**src/hdl/ssw_pkg.sv**
```systemverilog
// ----------------------------------------------------------------------------
// ssw_pkg - shared types and constants of the snake slice walker
// Register indexes, counter widths, limit clamping and the cell control word.
// ----------------------------------------------------------------------------
`timescale 1ns / 1ps
`default_nettype none

package ssw_pkg;

  // Fixed geometry of the walk
  localparam int unsigned MaxDims   = 4;
  localparam int unsigned MaxSlices = 1024;
  localparam int unsigned CoordW    = 11;
  localparam int unsigned NumCells  = MaxDims + 1;  // common counter + dimension counters
  localparam int unsigned CfgIdxW   = 3;
  localparam int unsigned CfgDataW  = 11;
  localparam int unsigned DimsW     = 3;

  typedef logic [CoordW-1:0] coord_t;

  // Configuration register indexes
  typedef enum logic [CfgIdxW-1:0] {
    REG_NUM_DIMS     = 3'd0,
    REG_LIMIT_FIRST  = 3'd1,
    REG_LIMIT_SECOND = 3'd2,
    REG_LIMIT_THIRD  = 3'd3,
    REG_LIMIT_FOURTH = 3'd4,
    REG_COMMON_LIMIT = 3'd5,
    REG_SNAKE_ENABLE = 3'd6,
    REG_CHANGE_POS   = 3'd7
  } reg_idx_e;

  // Control word handed from the top level to each counter cell
  typedef struct packed {
    logic clear;     // restart: back to zero, counting upward
    logic step;      // carry into this cell
    logic snake;     // serpentine turnaround at wrap
    logic load_end;  // whole walk wrapped: park at the limit
  } cell_ctrl_t;

  // Saturate a limit register to 1..MaxSlices
  function automatic coord_t clamp_limit(input coord_t v);
    coord_t r;
    if (v == '0) begin
      r = coord_t'(1);
    end else if (v > coord_t'(MaxSlices)) begin
      r = coord_t'(MaxSlices);
    end else begin
      r = v;
    end
    return r;
  endfunction

endpackage

`default_nettype wire

```
**src/hdl/snake_slice_walker_core.sv**
```systemverilog
// ----------------------------------------------------------------------------
// snake_slice_walker_core - serpentine nested-loop slice walker
// A chain of counter cells (common counter first, then up to four dimension
// counters) advances one slice position per accepted word.
// ----------------------------------------------------------------------------
//  channel | direction | handshake                | payload
//  --------+-----------+--------------------------+------------------------------
//  in      | input     | in_valid_i / in_ready_o  | restart_walk_i
//  out     | output    | out_valid_o / out_ready_i| coord_*_o, common_coord_o,
//          |           |                          | slice_changed_o, walk_ended_o
//  cfg     | input     | cfg_valid_i / cfg_ready_o| cfg_index_i, cfg_data_i
//
//  One word per cycle while the output is drained: the carry ripples through
//  the five cells in the cycle the word is accepted and the result lands in
//  the output register, which shows it valid in the cycle after the accept.
//  The input is ready whenever the output register is empty or being drained.
//  Reset clears the walk and loads the register defaults; cfg is always ready.
// ----------------------------------------------------------------------------
`timescale 1ns / 1ps
`default_nettype none

module snake_slice_walker_core (
  input  wire                              clk_i,
  input  wire                              rst_ni,
  // configuration
  input  wire                              cfg_valid_i,
  output logic                             cfg_ready_o,
  input  wire  [ssw_pkg::CfgIdxW-1:0]      cfg_index_i,
  input  wire  [ssw_pkg::CfgDataW-1:0]     cfg_data_i,
  // input words
  input  wire                              in_valid_i,
  output logic                             in_ready_o,
  input  wire                              restart_walk_i,
  // output words
  output logic                             out_valid_o,
  input  wire                              out_ready_i,
  output logic [ssw_pkg::CoordW-1:0]       coord_first_o,
  output logic [ssw_pkg::CoordW-1:0]       coord_second_o,
  output logic [ssw_pkg::CoordW-1:0]       coord_third_o,
  output logic [ssw_pkg::CoordW-1:0]       coord_fourth_o,
  output logic [ssw_pkg::CoordW-1:0]       common_coord_o,
  output logic                             slice_changed_o,
  output logic                             walk_ended_o
);

  localparam int unsigned NCells = ssw_pkg::NumCells;
  localparam int unsigned NDims  = ssw_pkg::MaxDims;

  // Configuration registers
  logic [ssw_pkg::DimsW-1:0] num_dims_q;
  ssw_pkg::coord_t           limit_q [NDims];
  ssw_pkg::coord_t           common_limit_q;
  logic                      snake_q;
  logic [ssw_pkg::DimsW-1:0] chg_pos_q;

  assign cfg_ready_o = 1'b1;

  always_ff @(posedge clk_i or negedge rst_ni) begin
    if (!rst_ni) begin
      num_dims_q     <= ssw_pkg::DimsW'(2);
      for (int k = 0; k < NDims; k++) limit_q[k] <= ssw_pkg::coord_t'(1);
      common_limit_q <= ssw_pkg::coord_t'(1);
      snake_q        <= 1'b0;
      chg_pos_q      <= ssw_pkg::DimsW'(1);
    end else if (cfg_valid_i) begin
      case (ssw_pkg::reg_idx_e'(cfg_index_i))
        ssw_pkg::REG_NUM_DIMS:     num_dims_q     <= cfg_data_i[ssw_pkg::DimsW-1:0];
        ssw_pkg::REG_LIMIT_FIRST:  limit_q[0]     <= cfg_data_i;
        ssw_pkg::REG_LIMIT_SECOND: limit_q[1]     <= cfg_data_i;
        ssw_pkg::REG_LIMIT_THIRD:  limit_q[2]     <= cfg_data_i;
        ssw_pkg::REG_LIMIT_FOURTH: limit_q[3]     <= cfg_data_i;
        ssw_pkg::REG_COMMON_LIMIT: common_limit_q <= cfg_data_i;
        ssw_pkg::REG_SNAKE_ENABLE: snake_q        <= cfg_data_i[0];
        ssw_pkg::REG_CHANGE_POS:   chg_pos_q      <= cfg_data_i[ssw_pkg::DimsW-1:0];
        default: ;
      endcase
    end
  end

  // Effective settings
  logic [ssw_pkg::DimsW-1:0] n_used;
  logic                      snake_eff;
  ssw_pkg::coord_t           cell_lim [NCells];

  always_comb begin
    if (num_dims_q == '0) begin
      n_used = ssw_pkg::DimsW'(1);
    end else if (num_dims_q > ssw_pkg::DimsW'(NDims)) begin
      n_used = ssw_pkg::DimsW'(NDims);
    end else begin
      n_used = num_dims_q;
    end
  end

  assign snake_eff   = snake_q & (n_used >= ssw_pkg::DimsW'(2));
  assign cell_lim[0] = ssw_pkg::clamp_limit(common_limit_q);

  // Handshake and step qualification
  logic accept;
  logic step_go;
  logic done_q, done_d;
  logic out_valid_q;

  assign in_ready_o = ~out_valid_q | out_ready_i;
  assign accept     = in_valid_i & in_ready_o;
  assign step_go    = accept & ~restart_walk_i & ~done_q;

  // Counter chain: cell 0 is the common counter, cell k+1 is dimension k
  ssw_pkg::cell_ctrl_t ctrl  [NCells];
  logic [NCells-1:0]   carry;
  logic [NCells-1:0]   en;
  ssw_pkg::coord_t     coord_next [NCells];
  logic                all_wrap;

  assign en[0] = step_go;

  for (genvar k = 0; k < NDims; k++) begin : g_en
    assign cell_lim[k+1] = ssw_pkg::clamp_limit(limit_q[k]);
    assign en[k+1]       = carry[k] & (ssw_pkg::DimsW'(k) < n_used);
  end

  // Walk ends when the last dimension in use wraps
  always_comb begin
    all_wrap = 1'b0;
    for (int k = 0; k < NDims; k++) begin
      if (ssw_pkg::DimsW'(k + 1) == n_used) all_wrap = carry[k+1];
    end
  end

  for (genvar c = 0; c < NCells; c++) begin : g_cell
    assign ctrl[c].clear    = accept & restart_walk_i;
    assign ctrl[c].step     = en[c];
    assign ctrl[c].snake    = (c <= 1) ? snake_eff : 1'b0;
    assign ctrl[c].load_end = all_wrap;

    ssw_cell u_cell (
      .clk_i        (clk_i),
      .rst_ni       (rst_ni),
      .ctrl_i       (ctrl[c]),
      .limit_i      (cell_lim[c]),
      .carry_o      (carry[c]),
      .coord_next_o (coord_next[c])
    );
  end

  // Slice change: common counter spans slices, or the watched counter stepped
  logic changed;
  always_comb begin
    changed = cell_lim[0] > ssw_pkg::coord_t'(1);
    for (int k = 0; k < NDims; k++) begin
      if (chg_pos_q == ssw_pkg::DimsW'(k) && en[k+1]) changed = 1'b1;
    end
    changed = changed & step_go;
  end

  always_comb begin
    done_d = done_q;
    if (accept && restart_walk_i) begin
      done_d = 1'b0;
    end else if (step_go && all_wrap) begin
      done_d = 1'b1;
    end
  end

  always_ff @(posedge clk_i or negedge rst_ni) begin
    if (!rst_ni) begin
      done_q      <= 1'b0;
      out_valid_q <= 1'b0;
    end else begin
      done_q <= done_d;
      if (accept) begin
        out_valid_q <= 1'b1;
      end else if (out_ready_i) begin
        out_valid_q <= 1'b0;
      end
    end
  end

  // Output word register; unused dimensions read as zero
  ssw_pkg::coord_t out_coord_q [NDims];
  ssw_pkg::coord_t out_common_q;
  logic            out_changed_q;
  logic            out_ended_q;

  always_ff @(posedge clk_i) begin
    if (accept) begin
      for (int k = 0; k < NDims; k++) begin
        out_coord_q[k] <= (ssw_pkg::DimsW'(k) < n_used) ? coord_next[k+1] : '0;
      end
      out_common_q  <= coord_next[0];
      out_changed_q <= changed;
      out_ended_q   <= done_d;
    end
  end

  assign out_valid_o     = out_valid_q;
  assign coord_first_o   = out_coord_q[0];
  assign coord_second_o  = out_coord_q[1];
  assign coord_third_o   = out_coord_q[2];
  assign coord_fourth_o  = out_coord_q[3];
  assign common_coord_o  = out_common_q;
  assign slice_changed_o = out_changed_q;
  assign walk_ended_o    = out_ended_q;

endmodule

`default_nettype wire

```
**src/hdl/ssw_cell.sv**
```systemverilog
// ----------------------------------------------------------------------------
// ssw_cell - one counter cell of the walker chain
// Holds a coordinate and its direction flag, steps on carry-in and hands its
// wrap on to the next cell as carry-out.
// ----------------------------------------------------------------------------
`timescale 1ns / 1ps
`default_nettype none

module ssw_cell (
  input  wire                  clk_i,
  input  wire                  rst_ni,
  input  ssw_pkg::cell_ctrl_t  ctrl_i,
  input  ssw_pkg::coord_t      limit_i,
  output logic                 carry_o,
  output ssw_pkg::coord_t      coord_next_o
);

  ssw_pkg::coord_t         coord_q, coord_d;
  logic                    rev_q, rev_d;
  ssw_pkg::coord_t         lim_m1;
  ssw_pkg::coord_t         dec;
  logic [ssw_pkg::CoordW:0] inc;
  ssw_pkg::coord_t         step_coord;
  logic                    step_rev;
  logic                    wrap;

  assign lim_m1 = limit_i - ssw_pkg::coord_t'(1);
  assign dec    = coord_q - ssw_pkg::coord_t'(1);
  assign inc    = {1'b0, coord_q} + {{ssw_pkg::CoordW{1'b0}}, 1'b1};

  // One counting step, up or down
  always_comb begin
    step_coord = coord_q;
    step_rev   = rev_q;
    wrap       = 1'b0;
    if (ctrl_i.snake && rev_q) begin
      if (coord_q == '0) begin
        step_rev = 1'b0;
        wrap     = 1'b1;
      end else begin
        // downward count clamps to one below the current limit
        step_coord = (dec > lim_m1) ? lim_m1 : dec;
      end
    end else if (inc >= {1'b0, limit_i}) begin
      wrap = 1'b1;
      if (ctrl_i.snake) begin
        step_rev   = 1'b1;
        step_coord = lim_m1;
      end else begin
        step_coord = '0;
      end
    end else begin
      step_coord = inc[ssw_pkg::CoordW-1:0];
    end
  end

  // Next state: restart, step, then end-of-walk parking
  always_comb begin
    coord_d = coord_q;
    rev_d   = rev_q;
    if (ctrl_i.clear) begin
      coord_d = '0;
      rev_d   = 1'b0;
    end else if (ctrl_i.step) begin
      coord_d = ctrl_i.load_end ? limit_i : step_coord;
      rev_d   = step_rev;
    end
  end

  assign carry_o      = ctrl_i.step & wrap;
  assign coord_next_o = coord_d;

  always_ff @(posedge clk_i or negedge rst_ni) begin
    if (!rst_ni) begin
      coord_q <= '0;
      rev_q   <= 1'b0;
    end else begin
      coord_q <= coord_d;
      rev_q   <= rev_d;
    end
  end

endmodule

`default_nettype wire

```
**config.mk**
```make
export PLATFORM = sky130hd
export DESIGN_NAME = snake_slice_walker_core
export DESIGN_NICKNAME = d
export VERILOG_FILES = /design/src/hdl/ssw_pkg.sv /design/src/hdl/snake_slice_walker_core.sv /design/src/hdl/ssw_cell.sv
export SDC_FILE = /design/constraint.sdc
export NUM_CORES = 1
export LEC_CHECK = 0
export ABC_AREA = 0
export ABC_CLOCK_PERIOD_IN_PS = 8800
export CAP_MARGIN = 15
export CORE_AREA = 4 4 141 211
export DETAILED_ROUTE_END_ITERATION = 6
export DIE_AREA = 0 0 145 215
export DONT_BUFFER_PORTS = 1
export PLACE_DENSITY = 0.68
export SLEW_MARGIN = 20
export SYNTH_ARGS = -nofsm -noshare
export SYNTH_HDL_FRONTEND = slang
export SYNTH_SLANG_ARGS = --single-unit
```
**constraint.sdc**
```tcl
create_clock -name clk_i -period 8.8 [get_ports clk_i]
set_input_delay 1.32 -clock clk_i [delete_from_list [all_inputs] [get_ports clk_i]]
set_output_delay 1.32 -clock clk_i [all_outputs]
set_load 0.05 [all_outputs]
```
[Yosys cells after proc, flatten, opt, wreduce, memory -nomap -nowiden]
Memory sizes are Yosys's and may differ from the RTL's.
Cells that the tools add are included.
Word-level totals
  output and inout port bits: 60
  flip-flop bits (word level): 134
  word-level logic and storage cells: 197
  memories: 1
  bits of input ports: 20
  memory bits (read-only): 0
  bits in latches: 0
  RAM bits: 44
Cells by class
  multiplexer cells: 78
  reduce and logical (&&, ||, !) cells: 35
  bitwise operators: 19
  eq/ne operators: 16
  magnitude comparators: 19
  div/mod/pow operators: 0
  $mul: 0
  $add $sub $neg: 9
  shifts and indexed selects: 0
Memories
  out_coord_q: words 4, bits a word 11, read ports 4, clocked after Yosys merged registers in 0, wr ports 4, RTL line snake_slice_walker_core.sv:180  | ssw_pkg::coord_t out_coord_q [NDims];
Operator list (count)
  2-to-1 mux 11 bit: 42
  logical NOT 11 bit: 7
  adder 11 x 1 -> 12 bit (second input constant): 5
  greater-or-equal comparator 12 x 11 -> 1 bit: 5
  > comparator 11 bit (second input constant): 5
  subtractor 11 x 1 -> 11 bit (second input constant): 4
  2-to-1 mux 1 bit: 34
  > comparator 11 bit: 2
  AND reduction 2 bit: 8
  bitwise AND 1 bit: 15
  == test 3 x 2 -> 1 bit (second input constant): 4
  == test 3 bit (second input constant): 4
  nonzero test 3 bit: 4
  > comparator 11 x 1 -> 1 bit (second input constant): 1
  logical NOT 3 bit: 3
  logical AND 1 bit: 8
  AND reduction 4 bit: 2
  == test 2 x 3 -> 1 bit (first input constant): 2
  == test 3 x 1 -> 1 bit (second input constant): 2
  less-than comparator 1 x 3 -> 1 bit (first input constant): 2
  less-than comparator 2 x 3 -> 1 bit (first input constant): 2
  2-to-1 mux 3 bit: 2
  != test 3 bit (second input constant): 2
  nonzero test 2 bit: 3
  6 further kinds: 8

[Depth between registers and ports, before layout]
Gate-level depths: netlist of run 1.
  word-level depth: 21
  gate-level depth with buffers: 20
  depth with buffers taken out: 17

[Cells and area by module]
Synthesis of run 1 repeated with hierarchy kept, for this count alone.
Unflattened totals
  cells, all modules: 1798
  area total of the unflattened synthesis: 16384.5 µm²
By module, submodules not included
  ssw_cell (g_cell[0].u_cell ...): cells an instance 289, sequential area each 300.3 µm², times used 3, area each 2312.2 µm²
  snake_slice_walker_core: cells an instance 365, sequential area each 3321.9 µm², times used 1, area each 5072.4 µm²
  ssw_cell (g_cell[1].u_cell): cells an instance 287, sequential area each 300.3 µm², times used 1, area each 2267.2 µm²
  ssw_cell (g_cell[4].u_cell): cells an instance 279, sequential area each 300.3 µm², times used 1, area each 2108.3 µm²

[Worst setup path after synthesis of run 1]
No wires, ideal clock.
  path kind: input -> register
  start point: input port out_ready_i
  end point: memory out_coord_q[3][1] in the netlist's numbering, data pin
  stages on the path: 9
  setup time: 0.261 ns
  arrival time: 5.135 ns
  data required time: 8.539 ns
  path buffers: 1
  slack: 3.404 ns
  cell sequence: nand2b_1 > and2_1 > nand2_1 > a211oi_2 > nand2_1 > buf_6 > o21ai_4 > nor2_1 > a221o_1
RTL lines
  start, declared: RTL line snake_slice_walker_core.sv:36  | input wire out_ready_i,
  end, declared: RTL line snake_slice_walker_core.sv:180

==> results of run 1 <==
-- critical path: cells and delay by family --
kind	cells	cell delay (ps)
simple gates	5	1820
compound gates	3	1200
buf+inv	3	1390
-- placed cells by master, fill, tap and decap left out, drive strengths merged, types with 9 or more instances in the layout --
cell     count
xnor2       30
mux2        64
nand2      150
and2        21
nand3       76
edfxtp      57
nor3        32
a21o        13
or3         11
clkbuf      24
xor2        33
a21oi       56
nand4       19
o211ai      26
and3        21
a31oi        9
ha          87
inv         36
o21ai       61
a211oi      19
o2111ai      9
buf         18
a221o       26
nand2b      13
nor2        92
or4         12
nor4        21
dfrtp      114
-- layout make-up --
type,count,area (um2),share of cell area
tap,346,433,0.0327
timing repair buffer,18,135,0.0102
sequential,178,4750,0.359
clock buffer,24,589,0.0445
clock inverter,8,66.3,0.00501
inverter,32,120,0.00907
multi-input combinational,1023,7150,0.540
-- kinds of logic after synthesis --
kind of cell | share of synthesized area
simple gates | 0.199
compound gates | 0.186
flops | 0.384
buf+inv | 0.0380
fa+ha+maj | 0.0880
mux | 0.0599
xor+xnor | 0.0446
other cells | 0.000303
-- metrics by stage --
stage / setup slack (ps) / util
floorplan: 3400 / -
global placement: 2950 / 0.451
detailed placement: 2790 / 0.451
CTS: 3260 / 0.475
global route: 3010 / 0.475
finish: 3260 / 0.475
-- routing by layer --
layer  wire (um)  global-route usage  vias up
li1            -                   -     4851
met2       18300               0.403      408
met4        1760               0.125        0
met3        2150              0.0489      125
met5           0                   0        -
met1       14100               0.261     5102
-- flip-flops by register name, summed over array words and instances, names as in the netlist --
name,count
slice_changed_o,1
done_q,1
g_cell.u_cell.coord_q,55
common_coord_o,11
num_dims_q,3
walk_ended_o,1
limit_q,44
g_cell.u_cell.rev_q,2
snake_q,1
out_coord_q,44
chg_pos_q,3
out_valid_o,1
common_limit_q,11
-- where the power goes --
group / leakage, nW / internal (mW) / switching [mW]
combinational: 3.26 / 0.457 / 0.718
clock: 0.329 / 0.477 / 0.352
sequential: 2.12 / 0.958 / 0.197
-- final timing paths --
| path | to | slack [ps] | depth (start not counted) | start |
|---|---|---|---|---|
| worst max-delay path | out_coord_q[0][6] | 3260 | 11 | out_ready_i |
| worst min-delay path | chg_pos_q[2] | 520 | 1 | chg_pos_q[2] |
| worst max register to register | out_coord_q[0][4] | 3350 | 16 | g_cell[2].u_cell.coord_q[0] |
| worst min register to register | chg_pos_q[2] | 520 | 1 | chg_pos_q[2] |
| max in group asynchronous | chg_pos_q[0] | 7960 | 0 | rst_ni |
| min in group asynchronous | g_cell[3].u_cell.coord_q[3] | 560 | 0 | rst_ni |
==> flow_summary.yaml, run 1 <==
timing:
  fin_setup_tns_ps: 0
  min_period_ps: 5540
  tightestPinTransition_ps: 951
  skew_ps: 9.56
  rsz0062_at_grt: "no"
  setup_violations: 0
  slew_violations: 0
  max_freq_mhz: 180
  final_hold_viol_count: 0
  fin_hold_ws_ps: 520
  relSlewSlack: 0.360
  post-route-period-util: 0.630
place:
  dp.cells: 1597
  post_dp_cell_area_um2: 12600
  hpwl_um: 26400
  portBuffers: 0
  routabilityCongestion: 0.936
cts:
  cts_buffers: 17
  cts_htree_levels: 4
  clock-sinks: 178
  clk_path_buf_depth: 2
  cts_tree: "built"
  insertion_delay_ps: 460
  post_cts_buffers: 0
  cts_resized: 0
  cts-root-buf: "clkbuf_16"
  clkTransAtPathRegs_ps: 70
  hold_buffers: 0
logic_synthesis:
  synth_area_leaders: "dfrtp_1 23%, edfxtp_1 14%, ha_1 8.8%, mux2_2 5.8%, nand2_1 4.5%"
  yosysSeqAreaShare: 0.384
  yosysMostFrequentCell: "nand2_1"
  synthDistinctLibCells: 92
  syn_area_um2: 12400
  yosys-top-cells-count: "149 x nand2_1, 114 x dfrtp_1, 89 x nor2_1"
  yosys_register_bits: 178
  synth_edf_count: 57
  syn_inst: 1300
  yosysTopAreaCell: "dfrtp_1"
  ys_warn_count: 0
  synth.avg_cell_area_um2: 9.51
  synth-async-reset-ratio: 0.680
  synth-main-ff-cell: "dfrtp_1"
  syn_nets: 1407
  yosysTopAreaCellShare: 0.231
die:
  core_region_area_um2: 27900
  die_x_um: 145
  die-area_um2: 31200
  rows: 75
  start_util: 0.444
  fp.dieH_um: 215
  boundaryPins: 80
drt:
  drc: 0
  route.vias.total: 10500
  routed_wl_um: 36300
  wire_per_inst_um: 22.3
  drtIter0Drc: 1099
  ant_nets: 0
  routed_via_density: 6.44
  first_pass_iters: 7
layout:
  syn_to_final_growth_pct: 7.08
  nFillCells: 2572
  layout.cells.non_filler: 1629
  diodes: 0
  final_layout_size_suffix_gt1_frac: 0.125
  final_nets: 1377
  final_area_um2: 13200
setup_path:
  start_kind: "input port"
  worst_ep_arrival_time_ps: 5760
  cp.required_ps: 9020
  crit_fanout: 59
  crit_slowest_cell: "buf_4"
  cp_cell_sequence: "nand2b_1, and2_2, buf_4, nand2_1, a211oi_2, buf_4, nand2_1, a21oi_4, buf_4, nor2_2, a221o_1"
  crit_path_end_kind: "register"
  crit_type: "in2reg"
  path_common_cell: "buf_4"
  crit_path_max_incr_delay_ps: 710
run_status:
  status: "complete, no violations"
global_route:
  grt_overflow: 0
  grt_pass1_wl_um: 57000
  grt_usage: 0.229
  first_global_vias: 10300
  antenna_found_initial: 0
  grt_max_degree: 122
pwr:
  p_per_area_nw_per_um2: 239
  ir_worst_vdd_mv: 0.147
  p_leak_nw: 5.71
  power_mw: 3.16
worst_hold_path:
  hold_path.class: "reg2reg"
flow_run:
  drv_cap: 0
(Power assumes the default switching activity.)
==> inputs of run 2 (changes only) <==
--- a/config.mk
+++ b/config.mk
@@ -6,13 +6,13 @@
 export NUM_CORES = 1
 export LEC_CHECK = 0
 export ABC_AREA = 0
-export ABC_CLOCK_PERIOD_IN_PS = 8800
+export ABC_CLOCK_PERIOD_IN_PS = 4520
 export CAP_MARGIN = 15
 export CORE_AREA = 4 4 141 211
 export DETAILED_ROUTE_END_ITERATION = 6
 export DIE_AREA = 0 0 145 215
 export DONT_BUFFER_PORTS = 1
-export PLACE_DENSITY = 0.68
+export PLACE_DENSITY = 0.7
 export SLEW_MARGIN = 20
 export SYNTH_ARGS = -nofsm -noshare
 export SYNTH_HDL_FRONTEND = slang
==> constraint.sdc (replaced) <==
create_clock -name clk_i -period 4.52 [get_ports clk_i]
set_input_delay 0.678 -clock clk_i [delete_from_list [all_inputs] [get_ports clk_i]]
set_output_delay 0.678 -clock clk_i [all_outputs]
set_load 0.05 [all_outputs]
==> flow_summary.yaml, run 2 (synthesized netlist as in run 1, its figures left out) <==
setup_path:
  crit_fanout: 21
  startpoint: "g_cell[3].u_cell.coord_q[0]"
  cp.required_ps: 4730
  worst_ep_arrival_time_ps: 4520
  reg2reg_depth: 15
  r2r_slack_ps: 210
  setup.worst_path.end: "out_coord_q[0][10]"
  crit_path_max_incr_delay_ps: 500
  crit_type: "reg2reg"
  crit_slowest_cell: "dfrtp_1"
  crit_path_end_kind: "register"
  reg2reg_to: "out_coord_q[0][10]"
  cp_cell_sequence: "ha_1, nand3_1, nor2_1, nand3_1, xnor2_1, ha_1, a2111oi_0, o21ai_0, a21oi_1, o21a_1, a221o_1, a21oi_4, buf_12, a2111o_1, a31o_2"
  r2r-start: "g_cell[3].u_cell.coord_q[0]"
  start_kind: "register"
die:
  die_x_um: 145
  core_region_area_um2: 27900
  rows: 75
  start_util: 0.444
  die-area_um2: 31200
  boundaryPins: 80
  fp.dieH_um: 215
layout:
  reg_top3: "g_cell.u_cell.coord_q (55), limit_q (44), out_coord_q (44)"
  layout.cells.non_filler: 1683
  largest_register_ffs: 55
  diodes: 0
  multi_input_area_um2: 7220
  final_area_um2: 13600
  final_cell_mix: "147 x nand2_1, 114 x dfrtp_1, 88 x nor2_1"
  final_nets: 1431
  regArea_um2: 4750
  top_register: "g_cell.u_cell.coord_q"
  syn_to_final_growth_pct: 10.3
  nFillCells: 2586
  final_common_cell: "nand2_1"
  final_layout_size_suffix_gt1_frac: 0.171
timing:
  relSlewSlack: 0.390
  finalWorstSetupSlack_ps: 212
  fin_setup_tns_ps: 0
  final_hold_viol_count: 0
  max_freq_mhz: 232
  min_period_ps: 4310
  post-route-period-util: 0.953
  tightestPinTransition_ps: 912
  slew_violations: 0
  setup_violations: 0
  skew_ps: 10.0
drt:
  first_pass_iters: 6
  drc: 0
  wire_per_inst_um: 22.6
  routed_via_density: 6.45
  ant_nets: 0
  routed_wl_um: 38000
  route.vias.total: 10800
  drtIter0Drc: 1024
place:
  dp.cells: 1650
  hpwl_um: 28300
  post-place-ws_ps: -97.5
  routabilityCongestion: 0.958
  post_dp_cell_area_um2: 13000
  portBuffers: 0
cts:
  clk_path_buf_depth: 2
  clock-sinks: 178
  insertion_delay_ps: 460
  cts_buffers: 17
  cts_htree_levels: 4
  post_cts_buffers: 0
  cts-root-buf: "clkbuf_16"
  cts_tree: "built"
  clkTransAtPathRegs_ps: 70
global_route:
  grt_pass1_wl_um: 59800
  antenna_found_initial: 0
  grt_max_degree: 115
  first_global_vias: 10800
  grt_usage: 0.242
  grt_overflow: 0
pwr:
  ir_worst_vdd_mv: 0.313
  p_per_area_nw_per_um2: 448
  p_leak_nw: 5.92
run_status:
  status: "complete, no violations"
flow_run:
  drv_cap: 0
worst_hold_path:
  hold_path.class: "in2async"
run 2: repair_timing:
| action | 4_1_cts | 5_1_grt |
|---|---|---|
| hold endpoints to repair | 114 | 0 |
| setup endpoints to repair | 2 | 74 |
| hold buffers | 1 | 0 |
| gates resized for setup | 2 | 18 |
| pin swaps | 1 | 2 |
run 2: worst min-delay path by stage:
| stage | slack, ps | end | startpoint |
|---|---|---|---|
| final | 60 | limit_q[0] | rst_ni |
| after floorplan | 380 | chg_pos_q[1] | rst_ni |
| after detailed placement | 390 | g_cell[3].u_cell.coord_q[4] | rst_ni |
| after global placement | 390 | g_cell[3].u_cell.coord_q[3] | rst_ni |
| after global routing | 40 | limit_q[0] | rst_ni |
| after CTS | 40 | limit_q[0] | rst_ni |
run 2: where the power goes:
| part | switching [mW] | leakage [nW] | internal [mW] | total (mW) |
|---|---|---|---|---|
| combinational | 1.54 | 3.56 | 0.995 | 2.54 |
| clock | 0.655 | 0.247 | 0.713 | 1.37 |
| sequential | 0.332 | 2.12 | 1.87 | 2.20 |
| total | 2.53 | 5.92 | 3.57 | 6.10 |
run 2: final cells by class:
cell class,count,area share
clock buffer,19,0.0325
timing repair buffer,72,0.0429
tap,346,0.0317
multi-input combinational,1023,0.529
inverter,32,0.00881
clock inverter,13,0.00642
sequential,178,0.348
run 2: critical path, delay by kind of cell (launching register included):
family | cells | cell delay [ps]
XOR/XNOR | 1 | 190
AO/OA/AOI/OAI | 8 | 2030
AND/OR/NAND/NOR | 3 | 620
buffers and inverters | 1 | 180
adder cells (fa/ha/maj) | 2 | 530
flip-flops | 1 | 500
run 2: routing by layer:
metal	track usage	routed length, um	up-vias
met5	0	0	-
met4	0.144	2160	0
met3	0.0533	2320	130
met2	0.433	19700	414
met1	0.261	13800	5353
li1	-	-	4951
run 2: metrics by stage:
stage	hold WS, ps	power [mW]	util
finish	63.8	6.10	0.489
global route	37.3	6.49	0.489
CTS	44.9	6.06	0.487
detailed placement	389	4.65	0.467
global placement	388	4.62	0.467
floorplan	382	3.91	-
